**config.mk**
```make
export PLATFORM = sky130hd
export DESIGN_NAME = climate_fan_speed_stepper_flat
export DESIGN_NICKNAME = d
export VERILOG_FILES = /design/src/cfs_pkg.sv /design/src/cfs_in_if.sv /design/src/cfs_out_if.sv /design/src/cfs_cfg_regs.sv /design/src/cfs_speed_step.sv /design/src/cfs_duty_map.sv /design/src/climate_fan_speed_stepper.sv /design/src/flat_wrapper.sv
export SDC_FILE = /design/constraint.sdc
export NUM_CORES = 1
export LEC_CHECK = 0
export BUFFER_PORTS_ARGS = -buffer_cell sky130_fd_sc_hd__buf_4
export CAP_MARGIN = 15
export CORE_MARGIN = 2
export CORE_UTILIZATION = 55
export DETAILED_ROUTE_END_ITERATION = 10
export PLACE_DENSITY = 0.72
export SETUP_SLACK_MARGIN = 0.3
export SLEW_MARGIN = 20
export SYNTH_ARGS = -nofsm -noshare
export SYNTH_HDL_FRONTEND = slang
export SYNTH_SLANG_ARGS = --single-unit
export TNS_END_PERCENT = 5
```
**constraint.sdc**
```tcl
create_clock -name clk -period 31.1 [get_ports clk]
set_input_delay 6.22 -clock clk [delete_from_list [all_inputs] [get_ports clk]]
set_output_delay 6.22 -clock clk [all_outputs]
set_load 0.05 [all_outputs]
```
**src/cfs_pkg.sv**
```systemverilog
`default_nettype none

package cfs_pkg;

	typedef enum logic [2:0] {
		MODE_OFF        = 3'd0,
		MODE_DRY        = 3'd1,
		MODE_HUMIDIFY   = 3'd2,
		MODE_COOL       = 3'd3,
		MODE_HEAT       = 3'd4,
		MODE_FOLLOW_MAX = 3'd5
	} fan_mode_t;

	typedef enum logic [2:0] {
		REG_FAN_MODE          = 3'd0,
		REG_DAY_TARGET_TEMP   = 3'd1,
		REG_NIGHT_TARGET_TEMP = 3'd2,
		REG_DAY_TARGET_HUM    = 3'd3,
		REG_NIGHT_TARGET_HUM  = 3'd4,
		REG_NIGHT_START_TIME  = 3'd5,
		REG_DAY_START_TIME    = 3'd6,
		REG_MAX_SPEED_PAIR    = 3'd7
	} reg_index_t;

	localparam int unsigned CFG_DATA_W = 15;

	localparam logic [10:0] NIGHT_START_RESET = 11'd1320;
	localparam logic [10:0] DAY_START_RESET   = 11'd360;

	// step sizes
	localparam logic signed [8:0] STEP_PASSED    = 9'sd10;
	localparam logic signed [8:0] STEP_IMPROVING = 9'sd1;
	localparam logic signed [8:0] STEP_RISE      = 9'sd2;

	// duty = 25 + floor((speed - 1) * 230 / 99), with / 99 done as
	// a multiply by ceil(2^21 / 99) = 21184, folded with 230
	localparam logic [22:0] DUTY_MULT  = 23'd4872320;
	localparam int unsigned DUTY_SHIFT = 21;
	localparam logic [9:0]  DUTY_BASE  = 10'd25;
	localparam logic [9:0]  DUTY_MAX   = 10'd255;

	typedef struct packed {
		fan_mode_t          fan_mode;
		logic signed [14:0] day_target_temp;
		logic signed [14:0] night_target_temp;
		logic [13:0]        day_target_humidity;
		logic [13:0]        night_target_humidity;
		logic [10:0]        night_start_time;
		logic [10:0]        day_start_time;
		logic [13:0]        max_speed_pair;
	} cfg_t;

	typedef struct packed {
		logic [6:0]         fan_speed;
		logic signed [16:0] previous_error;
		logic               error_seen;
	} ctl_state_t;

	typedef struct packed {
		logic [6:0]         speed;
		logic               is_day;
		logic               err_upd;
		logic signed [16:0] error;
	} step_res_t;

endpackage

`default_nettype wire

```
**src/cfs_in_if.sv**
```systemverilog
`default_nettype none

interface cfs_in_if;
	logic               valid;
	logic               ready;
	logic [10:0]        time_of_day;
	logic signed [14:0] temperature;
	logic [13:0]        humidity;

	modport source (output valid, output time_of_day, output temperature, output humidity,
		input ready);
	modport sink (input valid, input time_of_day, input temperature, input humidity,
		output ready);
endinterface

`default_nettype wire

```
**src/cfs_out_if.sv**
```systemverilog
`default_nettype none

interface cfs_out_if;
	logic        valid;
	logic        ready;
	logic [7:0]  pwm_duty;
	logic [6:0]  speed_percent;
	logic        is_day;

	modport source (output valid, output pwm_duty, output speed_percent, output is_day,
		input ready);
	modport sink (input valid, input pwm_duty, input speed_percent, input is_day,
		output ready);
endinterface

`default_nettype wire

```
**src/cfs_cfg_regs.sv**
```systemverilog
`default_nettype none

module cfs_cfg_regs (
	input  wire logic                              clk,
	input  wire logic                              arst_n,
	input  wire logic                              wr_en,
	input  wire cfs_pkg::reg_index_t               wr_index,
	input  wire logic [cfs_pkg::CFG_DATA_W-1:0]    wr_data,
	output cfs_pkg::cfg_t                          cfg
);
	import cfs_pkg::*;

	cfg_t cfg_q;

	always_ff @(posedge clk or negedge arst_n) begin
		if (!arst_n) begin
			cfg_q.fan_mode              <= MODE_OFF;
			cfg_q.day_target_temp       <= '0;
			cfg_q.night_target_temp     <= '0;
			cfg_q.day_target_humidity   <= '0;
			cfg_q.night_target_humidity <= '0;
			cfg_q.night_start_time      <= NIGHT_START_RESET;
			cfg_q.day_start_time        <= DAY_START_RESET;
			cfg_q.max_speed_pair        <= '0;
		end else if (wr_en) begin
			unique case (wr_index)
				REG_FAN_MODE:          cfg_q.fan_mode <= fan_mode_t'(wr_data[2:0]);
				REG_DAY_TARGET_TEMP:   cfg_q.day_target_temp <= wr_data[14:0];
				REG_NIGHT_TARGET_TEMP: cfg_q.night_target_temp <= wr_data[14:0];
				REG_DAY_TARGET_HUM:    cfg_q.day_target_humidity <= wr_data[13:0];
				REG_NIGHT_TARGET_HUM:  cfg_q.night_target_humidity <= wr_data[13:0];
				REG_NIGHT_START_TIME:  cfg_q.night_start_time <= wr_data[10:0];
				REG_DAY_START_TIME:    cfg_q.day_start_time <= wr_data[10:0];
				REG_MAX_SPEED_PAIR:    cfg_q.max_speed_pair <= wr_data[13:0];
			endcase
		end
	end

	assign cfg = cfg_q;

endmodule

`default_nettype wire

```
**src/cfs_speed_step.sv**
```systemverilog
`default_nettype none

module cfs_speed_step (
	input  cfs_pkg::cfg_t             cfg,
	input  cfs_pkg::ctl_state_t       state,
	input  wire logic [10:0]          time_of_day,
	input  wire logic signed [14:0]   temperature,
	input  wire logic [13:0]          humidity,
	output cfs_pkg::step_res_t        res
);
	import cfs_pkg::*;

	logic               day;
	logic signed [14:0] tgt_t;
	logic [13:0]        tgt_h;
	logic [6:0]         maxs;
	logic signed [16:0] err_t;
	logic signed [16:0] err_h;
	logic signed [16:0] err;
	logic signed [17:0] change;
	logic               down;
	logic               passed;
	logic               improving;
	logic signed [8:0]  sp_cur;
	logic signed [8:0]  sp_step;
	logic signed [8:0]  sp_floor;
	logic signed [8:0]  sp_raw;
	logic signed [8:0]  sp_max;
	logic [6:0]         speed_out;
	logic               err_upd;

	assign day = !(time_of_day > cfg.night_start_time || time_of_day < cfg.day_start_time);
	assign tgt_t = day ? cfg.day_target_temp : cfg.night_target_temp;
	assign tgt_h = day ? cfg.day_target_humidity : cfg.night_target_humidity;
	assign maxs = day ? cfg.max_speed_pair[6:0] : cfg.max_speed_pair[13:7];

	// zero target disables the error
	assign err_t = (tgt_t == '0) ? '0 : 17'(temperature) - 17'(tgt_t);
	assign err_h = (tgt_h == '0) ? '0 : $signed(17'(humidity)) - $signed(17'(tgt_h));

	assign down = (cfg.fan_mode == MODE_DRY) || (cfg.fan_mode == MODE_COOL);
	assign err = ((cfg.fan_mode == MODE_DRY) || (cfg.fan_mode == MODE_HUMIDIFY))
		? err_h : err_t;
	assign change = state.error_seen ? 18'(err) - 18'(state.previous_error) : '0;

	assign passed = down ? (err < 0) : (err > 0);
	assign improving = down ? (change < 0) : (change > 0);

	assign sp_cur = $signed({2'b00, state.fan_speed});
	assign sp_max = $signed({2'b00, maxs});

	always_comb begin
		priority if (passed) begin
			sp_step = sp_cur - STEP_PASSED;
		end else if (improving) begin
			sp_step = sp_cur - STEP_IMPROVING;
		end else begin
			sp_step = sp_cur + STEP_RISE;
		end
	end

	assign sp_floor = (sp_step < 0) ? '0 : sp_step;

	always_comb begin
		err_upd = 1'b0;
		unique case (cfg.fan_mode)
			MODE_DRY, MODE_HUMIDIFY, MODE_COOL, MODE_HEAT: begin
				sp_raw = sp_floor;
				err_upd = 1'b1;
			end
			MODE_FOLLOW_MAX: sp_raw = sp_max;
			default:         sp_raw = '0;
		endcase
	end

	assign speed_out = (sp_raw > sp_max) ? maxs : sp_raw[6:0];
	assign res = {speed_out, day, err_upd, err};

endmodule

`default_nettype wire

```
**src/cfs_duty_map.sv**
```systemverilog
`default_nettype none

module cfs_duty_map (
	input  wire logic [6:0] speed,
	output logic [7:0]      pwm_duty
);
	import cfs_pkg::*;

	logic [6:0]  sm1;
	logic [29:0] prod;
	logic [9:0]  duty;

	assign sm1 = speed - 7'd1;
	assign prod = 30'(sm1) * 30'(DUTY_MULT);
	assign duty = DUTY_BASE + 10'(prod[29:DUTY_SHIFT]);

	// speeds above 100 saturate
	assign pwm_duty = (speed == '0) ? '0 : ((duty > DUTY_MAX) ? DUTY_MAX[7:0] : duty[7:0]);

endmodule

`default_nettype wire

```
**src/climate_fan_speed_stepper.sv**
```systemverilog
`default_nettype none

// path: an update is held in the input stage, then in the result stage, before its result transfers
// throughput: one update per cycle while drive back-pressure does not stall the result stage
// reset: arst_n clears fan speed, last error and the first-update flag,
// configuration returns to its reset values and both pipeline stages empty
module climate_fan_speed_stepper (
	input  wire logic                           clk,
	input  wire logic                           arst_n,
	cfs_in_if.sink                              update,
	cfs_out_if.source                           drive,
	input  wire logic                           wr_en,
	input  wire cfs_pkg::reg_index_t            wr_index,
	input  wire logic [cfs_pkg::CFG_DATA_W-1:0] wr_data
);
	import cfs_pkg::*;

	cfg_t       cfg;
	ctl_state_t state;
	step_res_t  res;

	// input stage
	logic               valid_s1;
	logic [10:0]        time_s1;
	logic signed [14:0] temp_s1;
	logic [13:0]        hum_s1;

	// result stage
	logic               valid_s2;
	logic [7:0]         duty_s2;
	logic [6:0]         speed_s2;
	logic               day_s2;

	// loop state
	logic [6:0]         fan_speed_q;
	logic signed [16:0] prev_err_q;
	logic               err_seen_q;

	logic [7:0]         duty_next;
	logic               adv;
	logic               take;

	cfs_cfg_regs u_cfg (
		.clk      (clk),
		.arst_n   (arst_n),
		.wr_en    (wr_en),
		.wr_index (wr_index),
		.wr_data  (wr_data),
		.cfg      (cfg)
	);

	assign state = {fan_speed_q, prev_err_q, err_seen_q};

	// speed step works on the held update against the live loop state
	cfs_speed_step u_step (
		.cfg         (cfg),
		.state       (state),
		.time_of_day (time_s1),
		.temperature (temp_s1),
		.humidity    (hum_s1),
		.res         (res)
	);

	cfs_duty_map u_duty (
		.speed    (res.speed),
		.pwm_duty (duty_next)
	);

	// result register free, or being emptied this cycle
	assign adv = !valid_s2 || drive.ready;
	assign update.ready = !valid_s1 || adv;
	assign take = update.valid && update.ready;

	always_ff @(posedge clk or negedge arst_n) begin
		if (!arst_n) begin
			valid_s1 <= 1'b0;
		end else if (take) begin
			valid_s1 <= 1'b1;
		end else if (adv) begin
			valid_s1 <= 1'b0;
		end
	end

	always_ff @(posedge clk) begin
		if (take) begin
			time_s1 <= update.time_of_day;
			temp_s1 <= update.temperature;
			hum_s1  <= update.humidity;
		end
	end

	always_ff @(posedge clk or negedge arst_n) begin
		if (!arst_n) begin
			valid_s2 <= 1'b0;
		end else if (adv) begin
			valid_s2 <= valid_s1;
		end
	end

	always_ff @(posedge clk) begin
		if (adv && valid_s1) begin
			duty_s2  <= duty_next;
			speed_s2 <= res.speed;
			day_s2   <= res.is_day;
		end
	end

	// the loop state moves exactly once per update, when it leaves the input stage,
	// so the next update in line already sees it
	always_ff @(posedge clk or negedge arst_n) begin
		if (!arst_n) begin
			fan_speed_q <= '0;
			prev_err_q  <= '0;
			err_seen_q  <= 1'b0;
		end else if (adv && valid_s1) begin
			fan_speed_q <= res.speed;
			if (res.err_upd) begin
				prev_err_q <= res.error;
				err_seen_q <= 1'b1;
			end
		end
	end

	assign drive.valid         = valid_s2;
	assign drive.pwm_duty      = duty_s2;
	assign drive.speed_percent = speed_s2;
	assign drive.is_day        = day_s2;

endmodule

`default_nettype wire

```
**src/flat_wrapper.sv**
```systemverilog
// flat-port wrapper written by rule: the top's interface ports become plain ports
module climate_fan_speed_stepper_flat import cfs_pkg::*;
  (clk, arst_n, wr_en, wr_index, wr_data, update_valid, update_time_of_day, update_temperature, update_humidity, update_ready, drive_valid, drive_pwm_duty, drive_speed_percent, drive_is_day, drive_ready);
  cfs_in_if update_i ();
  cfs_out_if drive_i ();
  input  wire logic clk;
  input  wire logic arst_n;
  input  wire logic wr_en;
  input  wire cfs_pkg::reg_index_t wr_index;
  input  wire logic [cfs_pkg::CFG_DATA_W-1:0] wr_data;
  input wire logic [$bits(update_i.valid)-1:0] update_valid;
  input wire logic [$bits(update_i.time_of_day)-1:0] update_time_of_day;
  input wire logic [$bits(update_i.temperature)-1:0] update_temperature;
  input wire logic [$bits(update_i.humidity)-1:0] update_humidity;
  output wire logic [$bits(update_i.ready)-1:0] update_ready;
  output wire logic [$bits(drive_i.valid)-1:0] drive_valid;
  output wire logic [$bits(drive_i.pwm_duty)-1:0] drive_pwm_duty;
  output wire logic [$bits(drive_i.speed_percent)-1:0] drive_speed_percent;
  output wire logic [$bits(drive_i.is_day)-1:0] drive_is_day;
  input wire logic [$bits(drive_i.ready)-1:0] drive_ready;
  assign update_i.valid = update_valid;
  assign update_i.time_of_day = update_time_of_day;
  assign update_i.temperature = update_temperature;
  assign update_i.humidity = update_humidity;
  assign update_ready = update_i.ready;
  assign drive_valid = drive_i.valid;
  assign drive_pwm_duty = drive_i.pwm_duty;
  assign drive_speed_percent = drive_i.speed_percent;
  assign drive_is_day = drive_i.is_day;
  assign drive_i.ready = drive_ready;
  climate_fan_speed_stepper u_core (.clk(clk), .arst_n(arst_n), .update(update_i), .drive(drive_i), .wr_en(wr_en), .wr_index(wr_index), .wr_data(wr_data));
endmodule
```
==> results of run 1 <==
## layer usage
layer  GRT usage, %  vias to the layer above  wire [um]
li1               -                     5058          -
met1           37.3                     5038      15500
met2           40.5                      323      14500
met3           3.27                       46       1510
met4           7.15                        0        647
met5              0                        -          0
## registers in the layout (all words and copies together) (netlist names)
name / flops
u_core.drive.speed_percent: 7
u_core.drive.pwm_duty: 8
u_core.fan_speed_q: 7
u_core.temp_s1: 15
u_core.hum_s1: 14
u_core.drive.is_day: 1
u_core.err_seen_q: 1
u_core.valid_s1: 1
u_core.u_cfg.cfg: 97
u_core.prev_err_q: 16
u_core.drive.valid: 1
u_core.time_s1: 11
## layout by cell type, fill, tap and decap left out, types with 38 or more instances in the layout
master / instances
inv_1: 113
nor2_1: 55
dfrtp_1: 115
o21ai_0: 55
a21oi_1: 74
mux2_2: 96
mux2i_1: 38
xnor2_1: 46
nand2_1: 85
buf_4: 87
edfxtp_1: 56
ha_1: 117
## worst max-delay path: cells and delay by family (launching register included)
kind | cells | cell delay [ns]
compound gates | 27 | 6.63
simple gates | 19 | 3.37
xor+xnor | 3 | 0.84
fa+ha+maj | 11 | 3.39
buf+inv | 7 | 0.89
mux | 2 | 0.50
flops | 1 | 0.53
## cell families after synthesis
group | Yosys count
flip-flops | 179
multiplexers | 140
AND/OR/NAND/NOR | 332
adder cells (fa/ha/maj) | 141
AO/OA/AOI/OAI | 312
XOR/XNOR | 65
buffers and inverters | 160
## worst max-delay path by stage
stage                                    end  cells past startpoint
finish              u_core.drive.pwm_duty[7]                     69
floorplan           u_core.drive.pwm_duty[0]                     77
CTS                 u_core.drive.pwm_duty[4]                     69
global placement    u_core.drive.pwm_duty[4]                     69
detailed placement  u_core.drive.pwm_duty[4]                     69
global route        u_core.drive.pwm_duty[7]                     69
## per-stage QoR
stage	cells	setup WS (ns)	utilization, %	hold WS [ns]
after global placement	1690	15.45	60.2	0.450
after floorplan	1329	16.26	-	0.428
final	1723	14.67	62.9	0.463
after global routing	1723	13.14	62.9	0.477
after CTS	1722	14.80	62.7	0.471
after detailed placement	1690	14.89	60.2	0.450
## cell type report
| class | count | share of cell area (%) |
|---|---|---|
| Clock inverter | 15 | 1.23 |
| Sequential cell | 179 | 32.1 |
| Clock buffer | 17 | 2.86 |
| Multi-Input combinational cell | 990 | 53.6 |
| Timing Repair Buffer | 88 | 4.58 |
| Tap cell | 319 | 2.69 |
| Inverter | 115 | 2.96 |
==> metrics.txt, run 1 <==
DR vias=10,500; row count=56; post-CTS setup buffer count=0; Yosys reg bits=179; CTS clk-pin slew, worst paths=~0.080 ns; critical register-to-register path endpoint=u_core.drive.pwm_duty[7]; Least-Margin Pin Slew=about 1.0 ns; gr ovfl total=0; count leader, synth=ha_1; fmax=0.0609 GHz; worst hold path type=reg2reg; Routed WL=~32 mm; initial antenna violation count=0; RSZ-0062 raised after global routing=no; CTS tree=done; Synth Area in Simple Gates=13.2%; vias per inst=around 6.1; number of global-route vias before repair=10,100; syn nets=1,521; total CTS buffers=17; crit path launch type=flop; Layout area overhead=11.3%; post-synthesis mux area share=a little under an eighth; largest cells by area after synthesis=dfrtp_1 (22%), edfxtp_1 (13%), ha_1 (11%); TritonCTS Sinks=179; DR iter-0 viols=about 890; Reg2Reg Depth=between 60 and 70; Max stage delay on crit path=0.67 ns; Clock Path Buffers=2; FF+latch area=between 4000 and 5000 sq um; synthesized area=13,300 sq um; Post-DP HPWL=between 20 and 25 mm; Final min period=16.43 ns; Fin Setup TNS=0 ns; hold path cells=1; Yosys cell types=99; Final Cycle Share=52.8%; Syn. warnings=0; Pins Over Slew Limit=0; critical path class=reg2reg; status=complete, no violations; Hold Buf Count CTS=0; worst r2r src=u_core.u_cfg.cfg[33]; DR WL/cell=around 19 um; Worst path slowest cell=o22ai_4; Die Height=160 um; die width=approximately 160 um; worst rel slew slack=31.1%; fill cell count=1,952; Top Ports=81; Post-Synth Adder-Cell Area=13.7%; synth cell count leaders=ha_1 (117), dfrtp_1 (115), inv_1 (113); crit path max fanout=45; critical path launch point=u_core.u_cfg.cfg[33]; Syn Inst Count=1,329; reg2reg setup slack=14.67 ns; Synth area leader=dfrtp_1; share of the synthesized area in the top cell type=between 20 and 25%; multi-input logic area=7950 sq um; antenna-violating nets left=0; starting density of the core=56.5%; gpl congestion=0.952; final hold violation count=0; core area=23,600 sq um; CTS H-tree lvls=4; crit end category=flop; Hold Path Origin=u_core.err_seen_q; critical path's most frequent cell=ha_1; Final Setup Violations=0; post-synthesis compound-gate area fraction=16.7%; XOR/XNOR Fraction of Synth Area=under 10%; hold endpoint=u_core.err_seen_q; post-cts sizing count=0; I/O Buffers=80; Top FF cell, synth=dfrtp_1; layout net count=1,583; cell area after layout=14,900 sq um; Tot GR Track Use=approximately a quarter; placed cell area=14,200 sq um; crit path DAT=16.59 ns; number of antenna diodes=0; die area=around 26,000 sq um; largest net degree at the start of global routing=80; first-pass GRT wire length=around 52 mm; Critical Path RT=~31 ns; EDFF count, synth=56; worst skew pair latency=between 0.4 and 0.5 ns; First-pass DRT Iterations=6; Post-synth ARST share=68.7%; clock skew=0.0239 ns; clock root cell=clkbuf_16; largest family of logic cells by synthesized area=compound AO/OA/AOI/OAI gates; register area share after synthesis=35.8%; DR DRC count=0; mean post-synth cell area=10.0 sq um; share of cells above drive strength 1=18.9%; max cap viols=0
Power of run 1 is left out: the tool's default activity adds up to more than one toggle a clock period on the data nets, which glitch-free logic cannot reach.
==> inputs of run 2 (changes only) <==
==> constraint.sdc (replaced) <==
create_clock -name clk -period 15.5 [get_ports clk]
set_input_delay 3.1 -clock clk [delete_from_list [all_inputs] [get_ports clk]]
set_output_delay 3.1 -clock clk [all_outputs]
set_load 0.05 [all_outputs]
==> run 2 against run 1 <==
Die area unchanged. Fmax up 13%. Count of clock-buffer cells in the layout up 1. Critical path depth down 1. Sequential cell count unchanged. Via count up 3.5%. First-iteration DRC count down 8.3%. Routed wire length up 4.9%. Worst hold slack better by 0.021 ns. Critical path type unchanged.
==> metrics.txt, run 2 (synthesis results as in run 1) <==
status=complete, no violations; worst hold path type=reg2reg; row count=56 (unchanged); die width=160 um (unchanged); crit path DAT=14.73 ns (-1.86 ns); DR vias=10,800 (+3.5%); core area=23,600 sq um (unchanged); worst skew pair latency=0.45 ns (about the same); critical path's most frequent cell=ha_1; post-layout util=65.4% (+2.5 points); share of cells above drive strength 1=24.1% (+5.2 points); fill cell count=1,891 (-3.1%); DR DRC count=0 (unchanged); Buf+Inv Stages, Crit Path=7 (unchanged); antenna-violating nets left=0 (unchanged); I/O Buffers=80 (unchanged); total CTS buffers=17 (unchanged); crit end category=flop; Least-Margin Pin Slew=1.05 ns (+0.0190 ns); cell area after layout=15,400 sq um (+4.0%); gr ovfl total=0 (unchanged); CP top delay family=compound AO/OA/AOI/OAI gates; final hold violation count=0 (unchanged); first-pass GRT wire length=53.2 mm (+1.5%); commonest non-fill, non-tap cell in the layout=buf_4; number of global-route vias before repair=10,100 (+0.31%); Die Height=160 um (unchanged); clock root cell=clkbuf_16; crit path launch type=flop; worst rel slew slack=29.8% (-1.3 points); Final Cycle Share=94.0% (+41 points); Layout area overhead=15.8%; final hold slack=0.483 ns (+0.0206 ns); gpl congestion=0.925 (-2.8%); max reg flops=97 (unchanged); clock skew=0.0188 ns (-0.00504 ns); die area=25,500 sq um (unchanged); most frequent cells in the layout=buf_4 (124), dfrtp_1 (115), inv_1 (110), ha_1 (110), mux2_2 (96); placed cell area=14,300 sq um (+0.73%); Worst path slowest cell=dfstp_2; crit path max fanout=7 (-84%); Pins Over Slew Limit=0 (unchanged); initial antenna violation count=0 (unchanged); layout net count=1,624 (+2.6%); Hold Buf Count CTS=0 (unchanged); TritonCTS Sinks=179 (unchanged); vias per inst=6.14 (+1.1%); largest net degree at the start of global routing=75 (-6.3%); starting density of the core=56.5% (unchanged); number of antenna diodes=0 (unchanged); CTS clk-pin slew, worst paths=0.08 ns (about the same); Final min period=14.57 ns (-1.86 ns); Clock Path Buffers=2 (unchanged); Final Setup Violations=0 (unchanged); Top Ports=81 (unchanged); Max stage delay on crit path=0.53 ns (-0.14 ns); Critical Path RT=15.67 ns (-15.59 ns); Setup WS post-layout=0.930 ns (-13.74 ns); Post-DP HPWL=24.9 mm (+1.9%); First-pass DRT Iterations=5 (-1); max cap viols=0 (unchanged); post-place setup slack=0.310 ns (-14.58 ns); fmax=0.0686 GHz (+13%); Tot GR Track Use=26.0% (+0.39 points); CTS tree=done; DR iter-0 viols=820 (-8.3%); DR WL/cell=19.1 um (+2.4%); critical path class=reg2reg; Routed WL=33.7 mm (+4.9%); CTS H-tree lvls=4 (unchanged)
[run 2: cell count changes in the layout (fill, tap and decap cells not counted), sizes merged]
cell,previous run,this run
buf,88,127
o22ai,13,14
clkinv,8,4
inv,122,126
clkbuf,17,18
[run 2: routing by layer]
metal	wire (um)	GRT usage [%]	up-vias
met5	0	0	-
met4	637	7.15	0
met3	1830	4.29	48
met2	15500	40.9	375
met1	15700	37.5	5264
li1	-	-	5142
[run 2: final timing paths]
check	start	to	slack (ns)	depth (start not counted)
setup reg to reg	u_core.u_cfg.cfg[33]	u_core.drive.pwm_duty[6]	0.93	68
hold reg to reg	u_core.prev_err_q[9]	u_core.prev_err_q[9]	0.48	2
setup / recovery	u_core.u_cfg.cfg[33]	u_core.drive.pwm_duty[6]	0.93	68
hold / removal	u_core.prev_err_q[9]	u_core.prev_err_q[9]	0.48	2
min in group asynchronous	arst_n	u_core.u_cfg.cfg[90]	2.66	1
max in group asynchronous	arst_n	u_core.prev_err_q[1]	11.63	3
[run 2: final cells by class]
type                            instances  area (sq um)  area share (%)
Inverter                              115           439            2.84
Multi-Input combinational cell        991          8250            53.4
Clock buffer                           18           429            2.78
Tap cell                              319           399            2.58
Sequential cell                       179          4770            30.9
Timing Repair Buffer                  127           998            6.46
Timing Repair inverter                  1          6.26          0.0405
Clock inverter                         14           159            1.03
[run 2: worst register-to-register path: cells and delay by family, from the launching register on]
family	cells	cell delay, ns
compound gates	27	5.63
fa+ha+maj	11	3.33
simple gates	17	2.68
buf+inv	7	0.79
xor+xnor	4	0.77
mux	2	0.61
flops	1	0.53
[run 2: per-stage QoR]
stage	setup TNS (ns)	std cells
after global placement	0	1703
after detailed placement	0	1703
after CTS	0	1735
final	0	1764
after global routing	-0.0196	1764
after floorplan	0	1329
[run 2: repair_timing]
action	CTS	global route
gates cloned	0	2
setup endpoints to repair	7	8
buffers inserted	0	25
pin swaps	0	21
gates resized for setup	3	55
Power of run 2 is left out for the same reason.
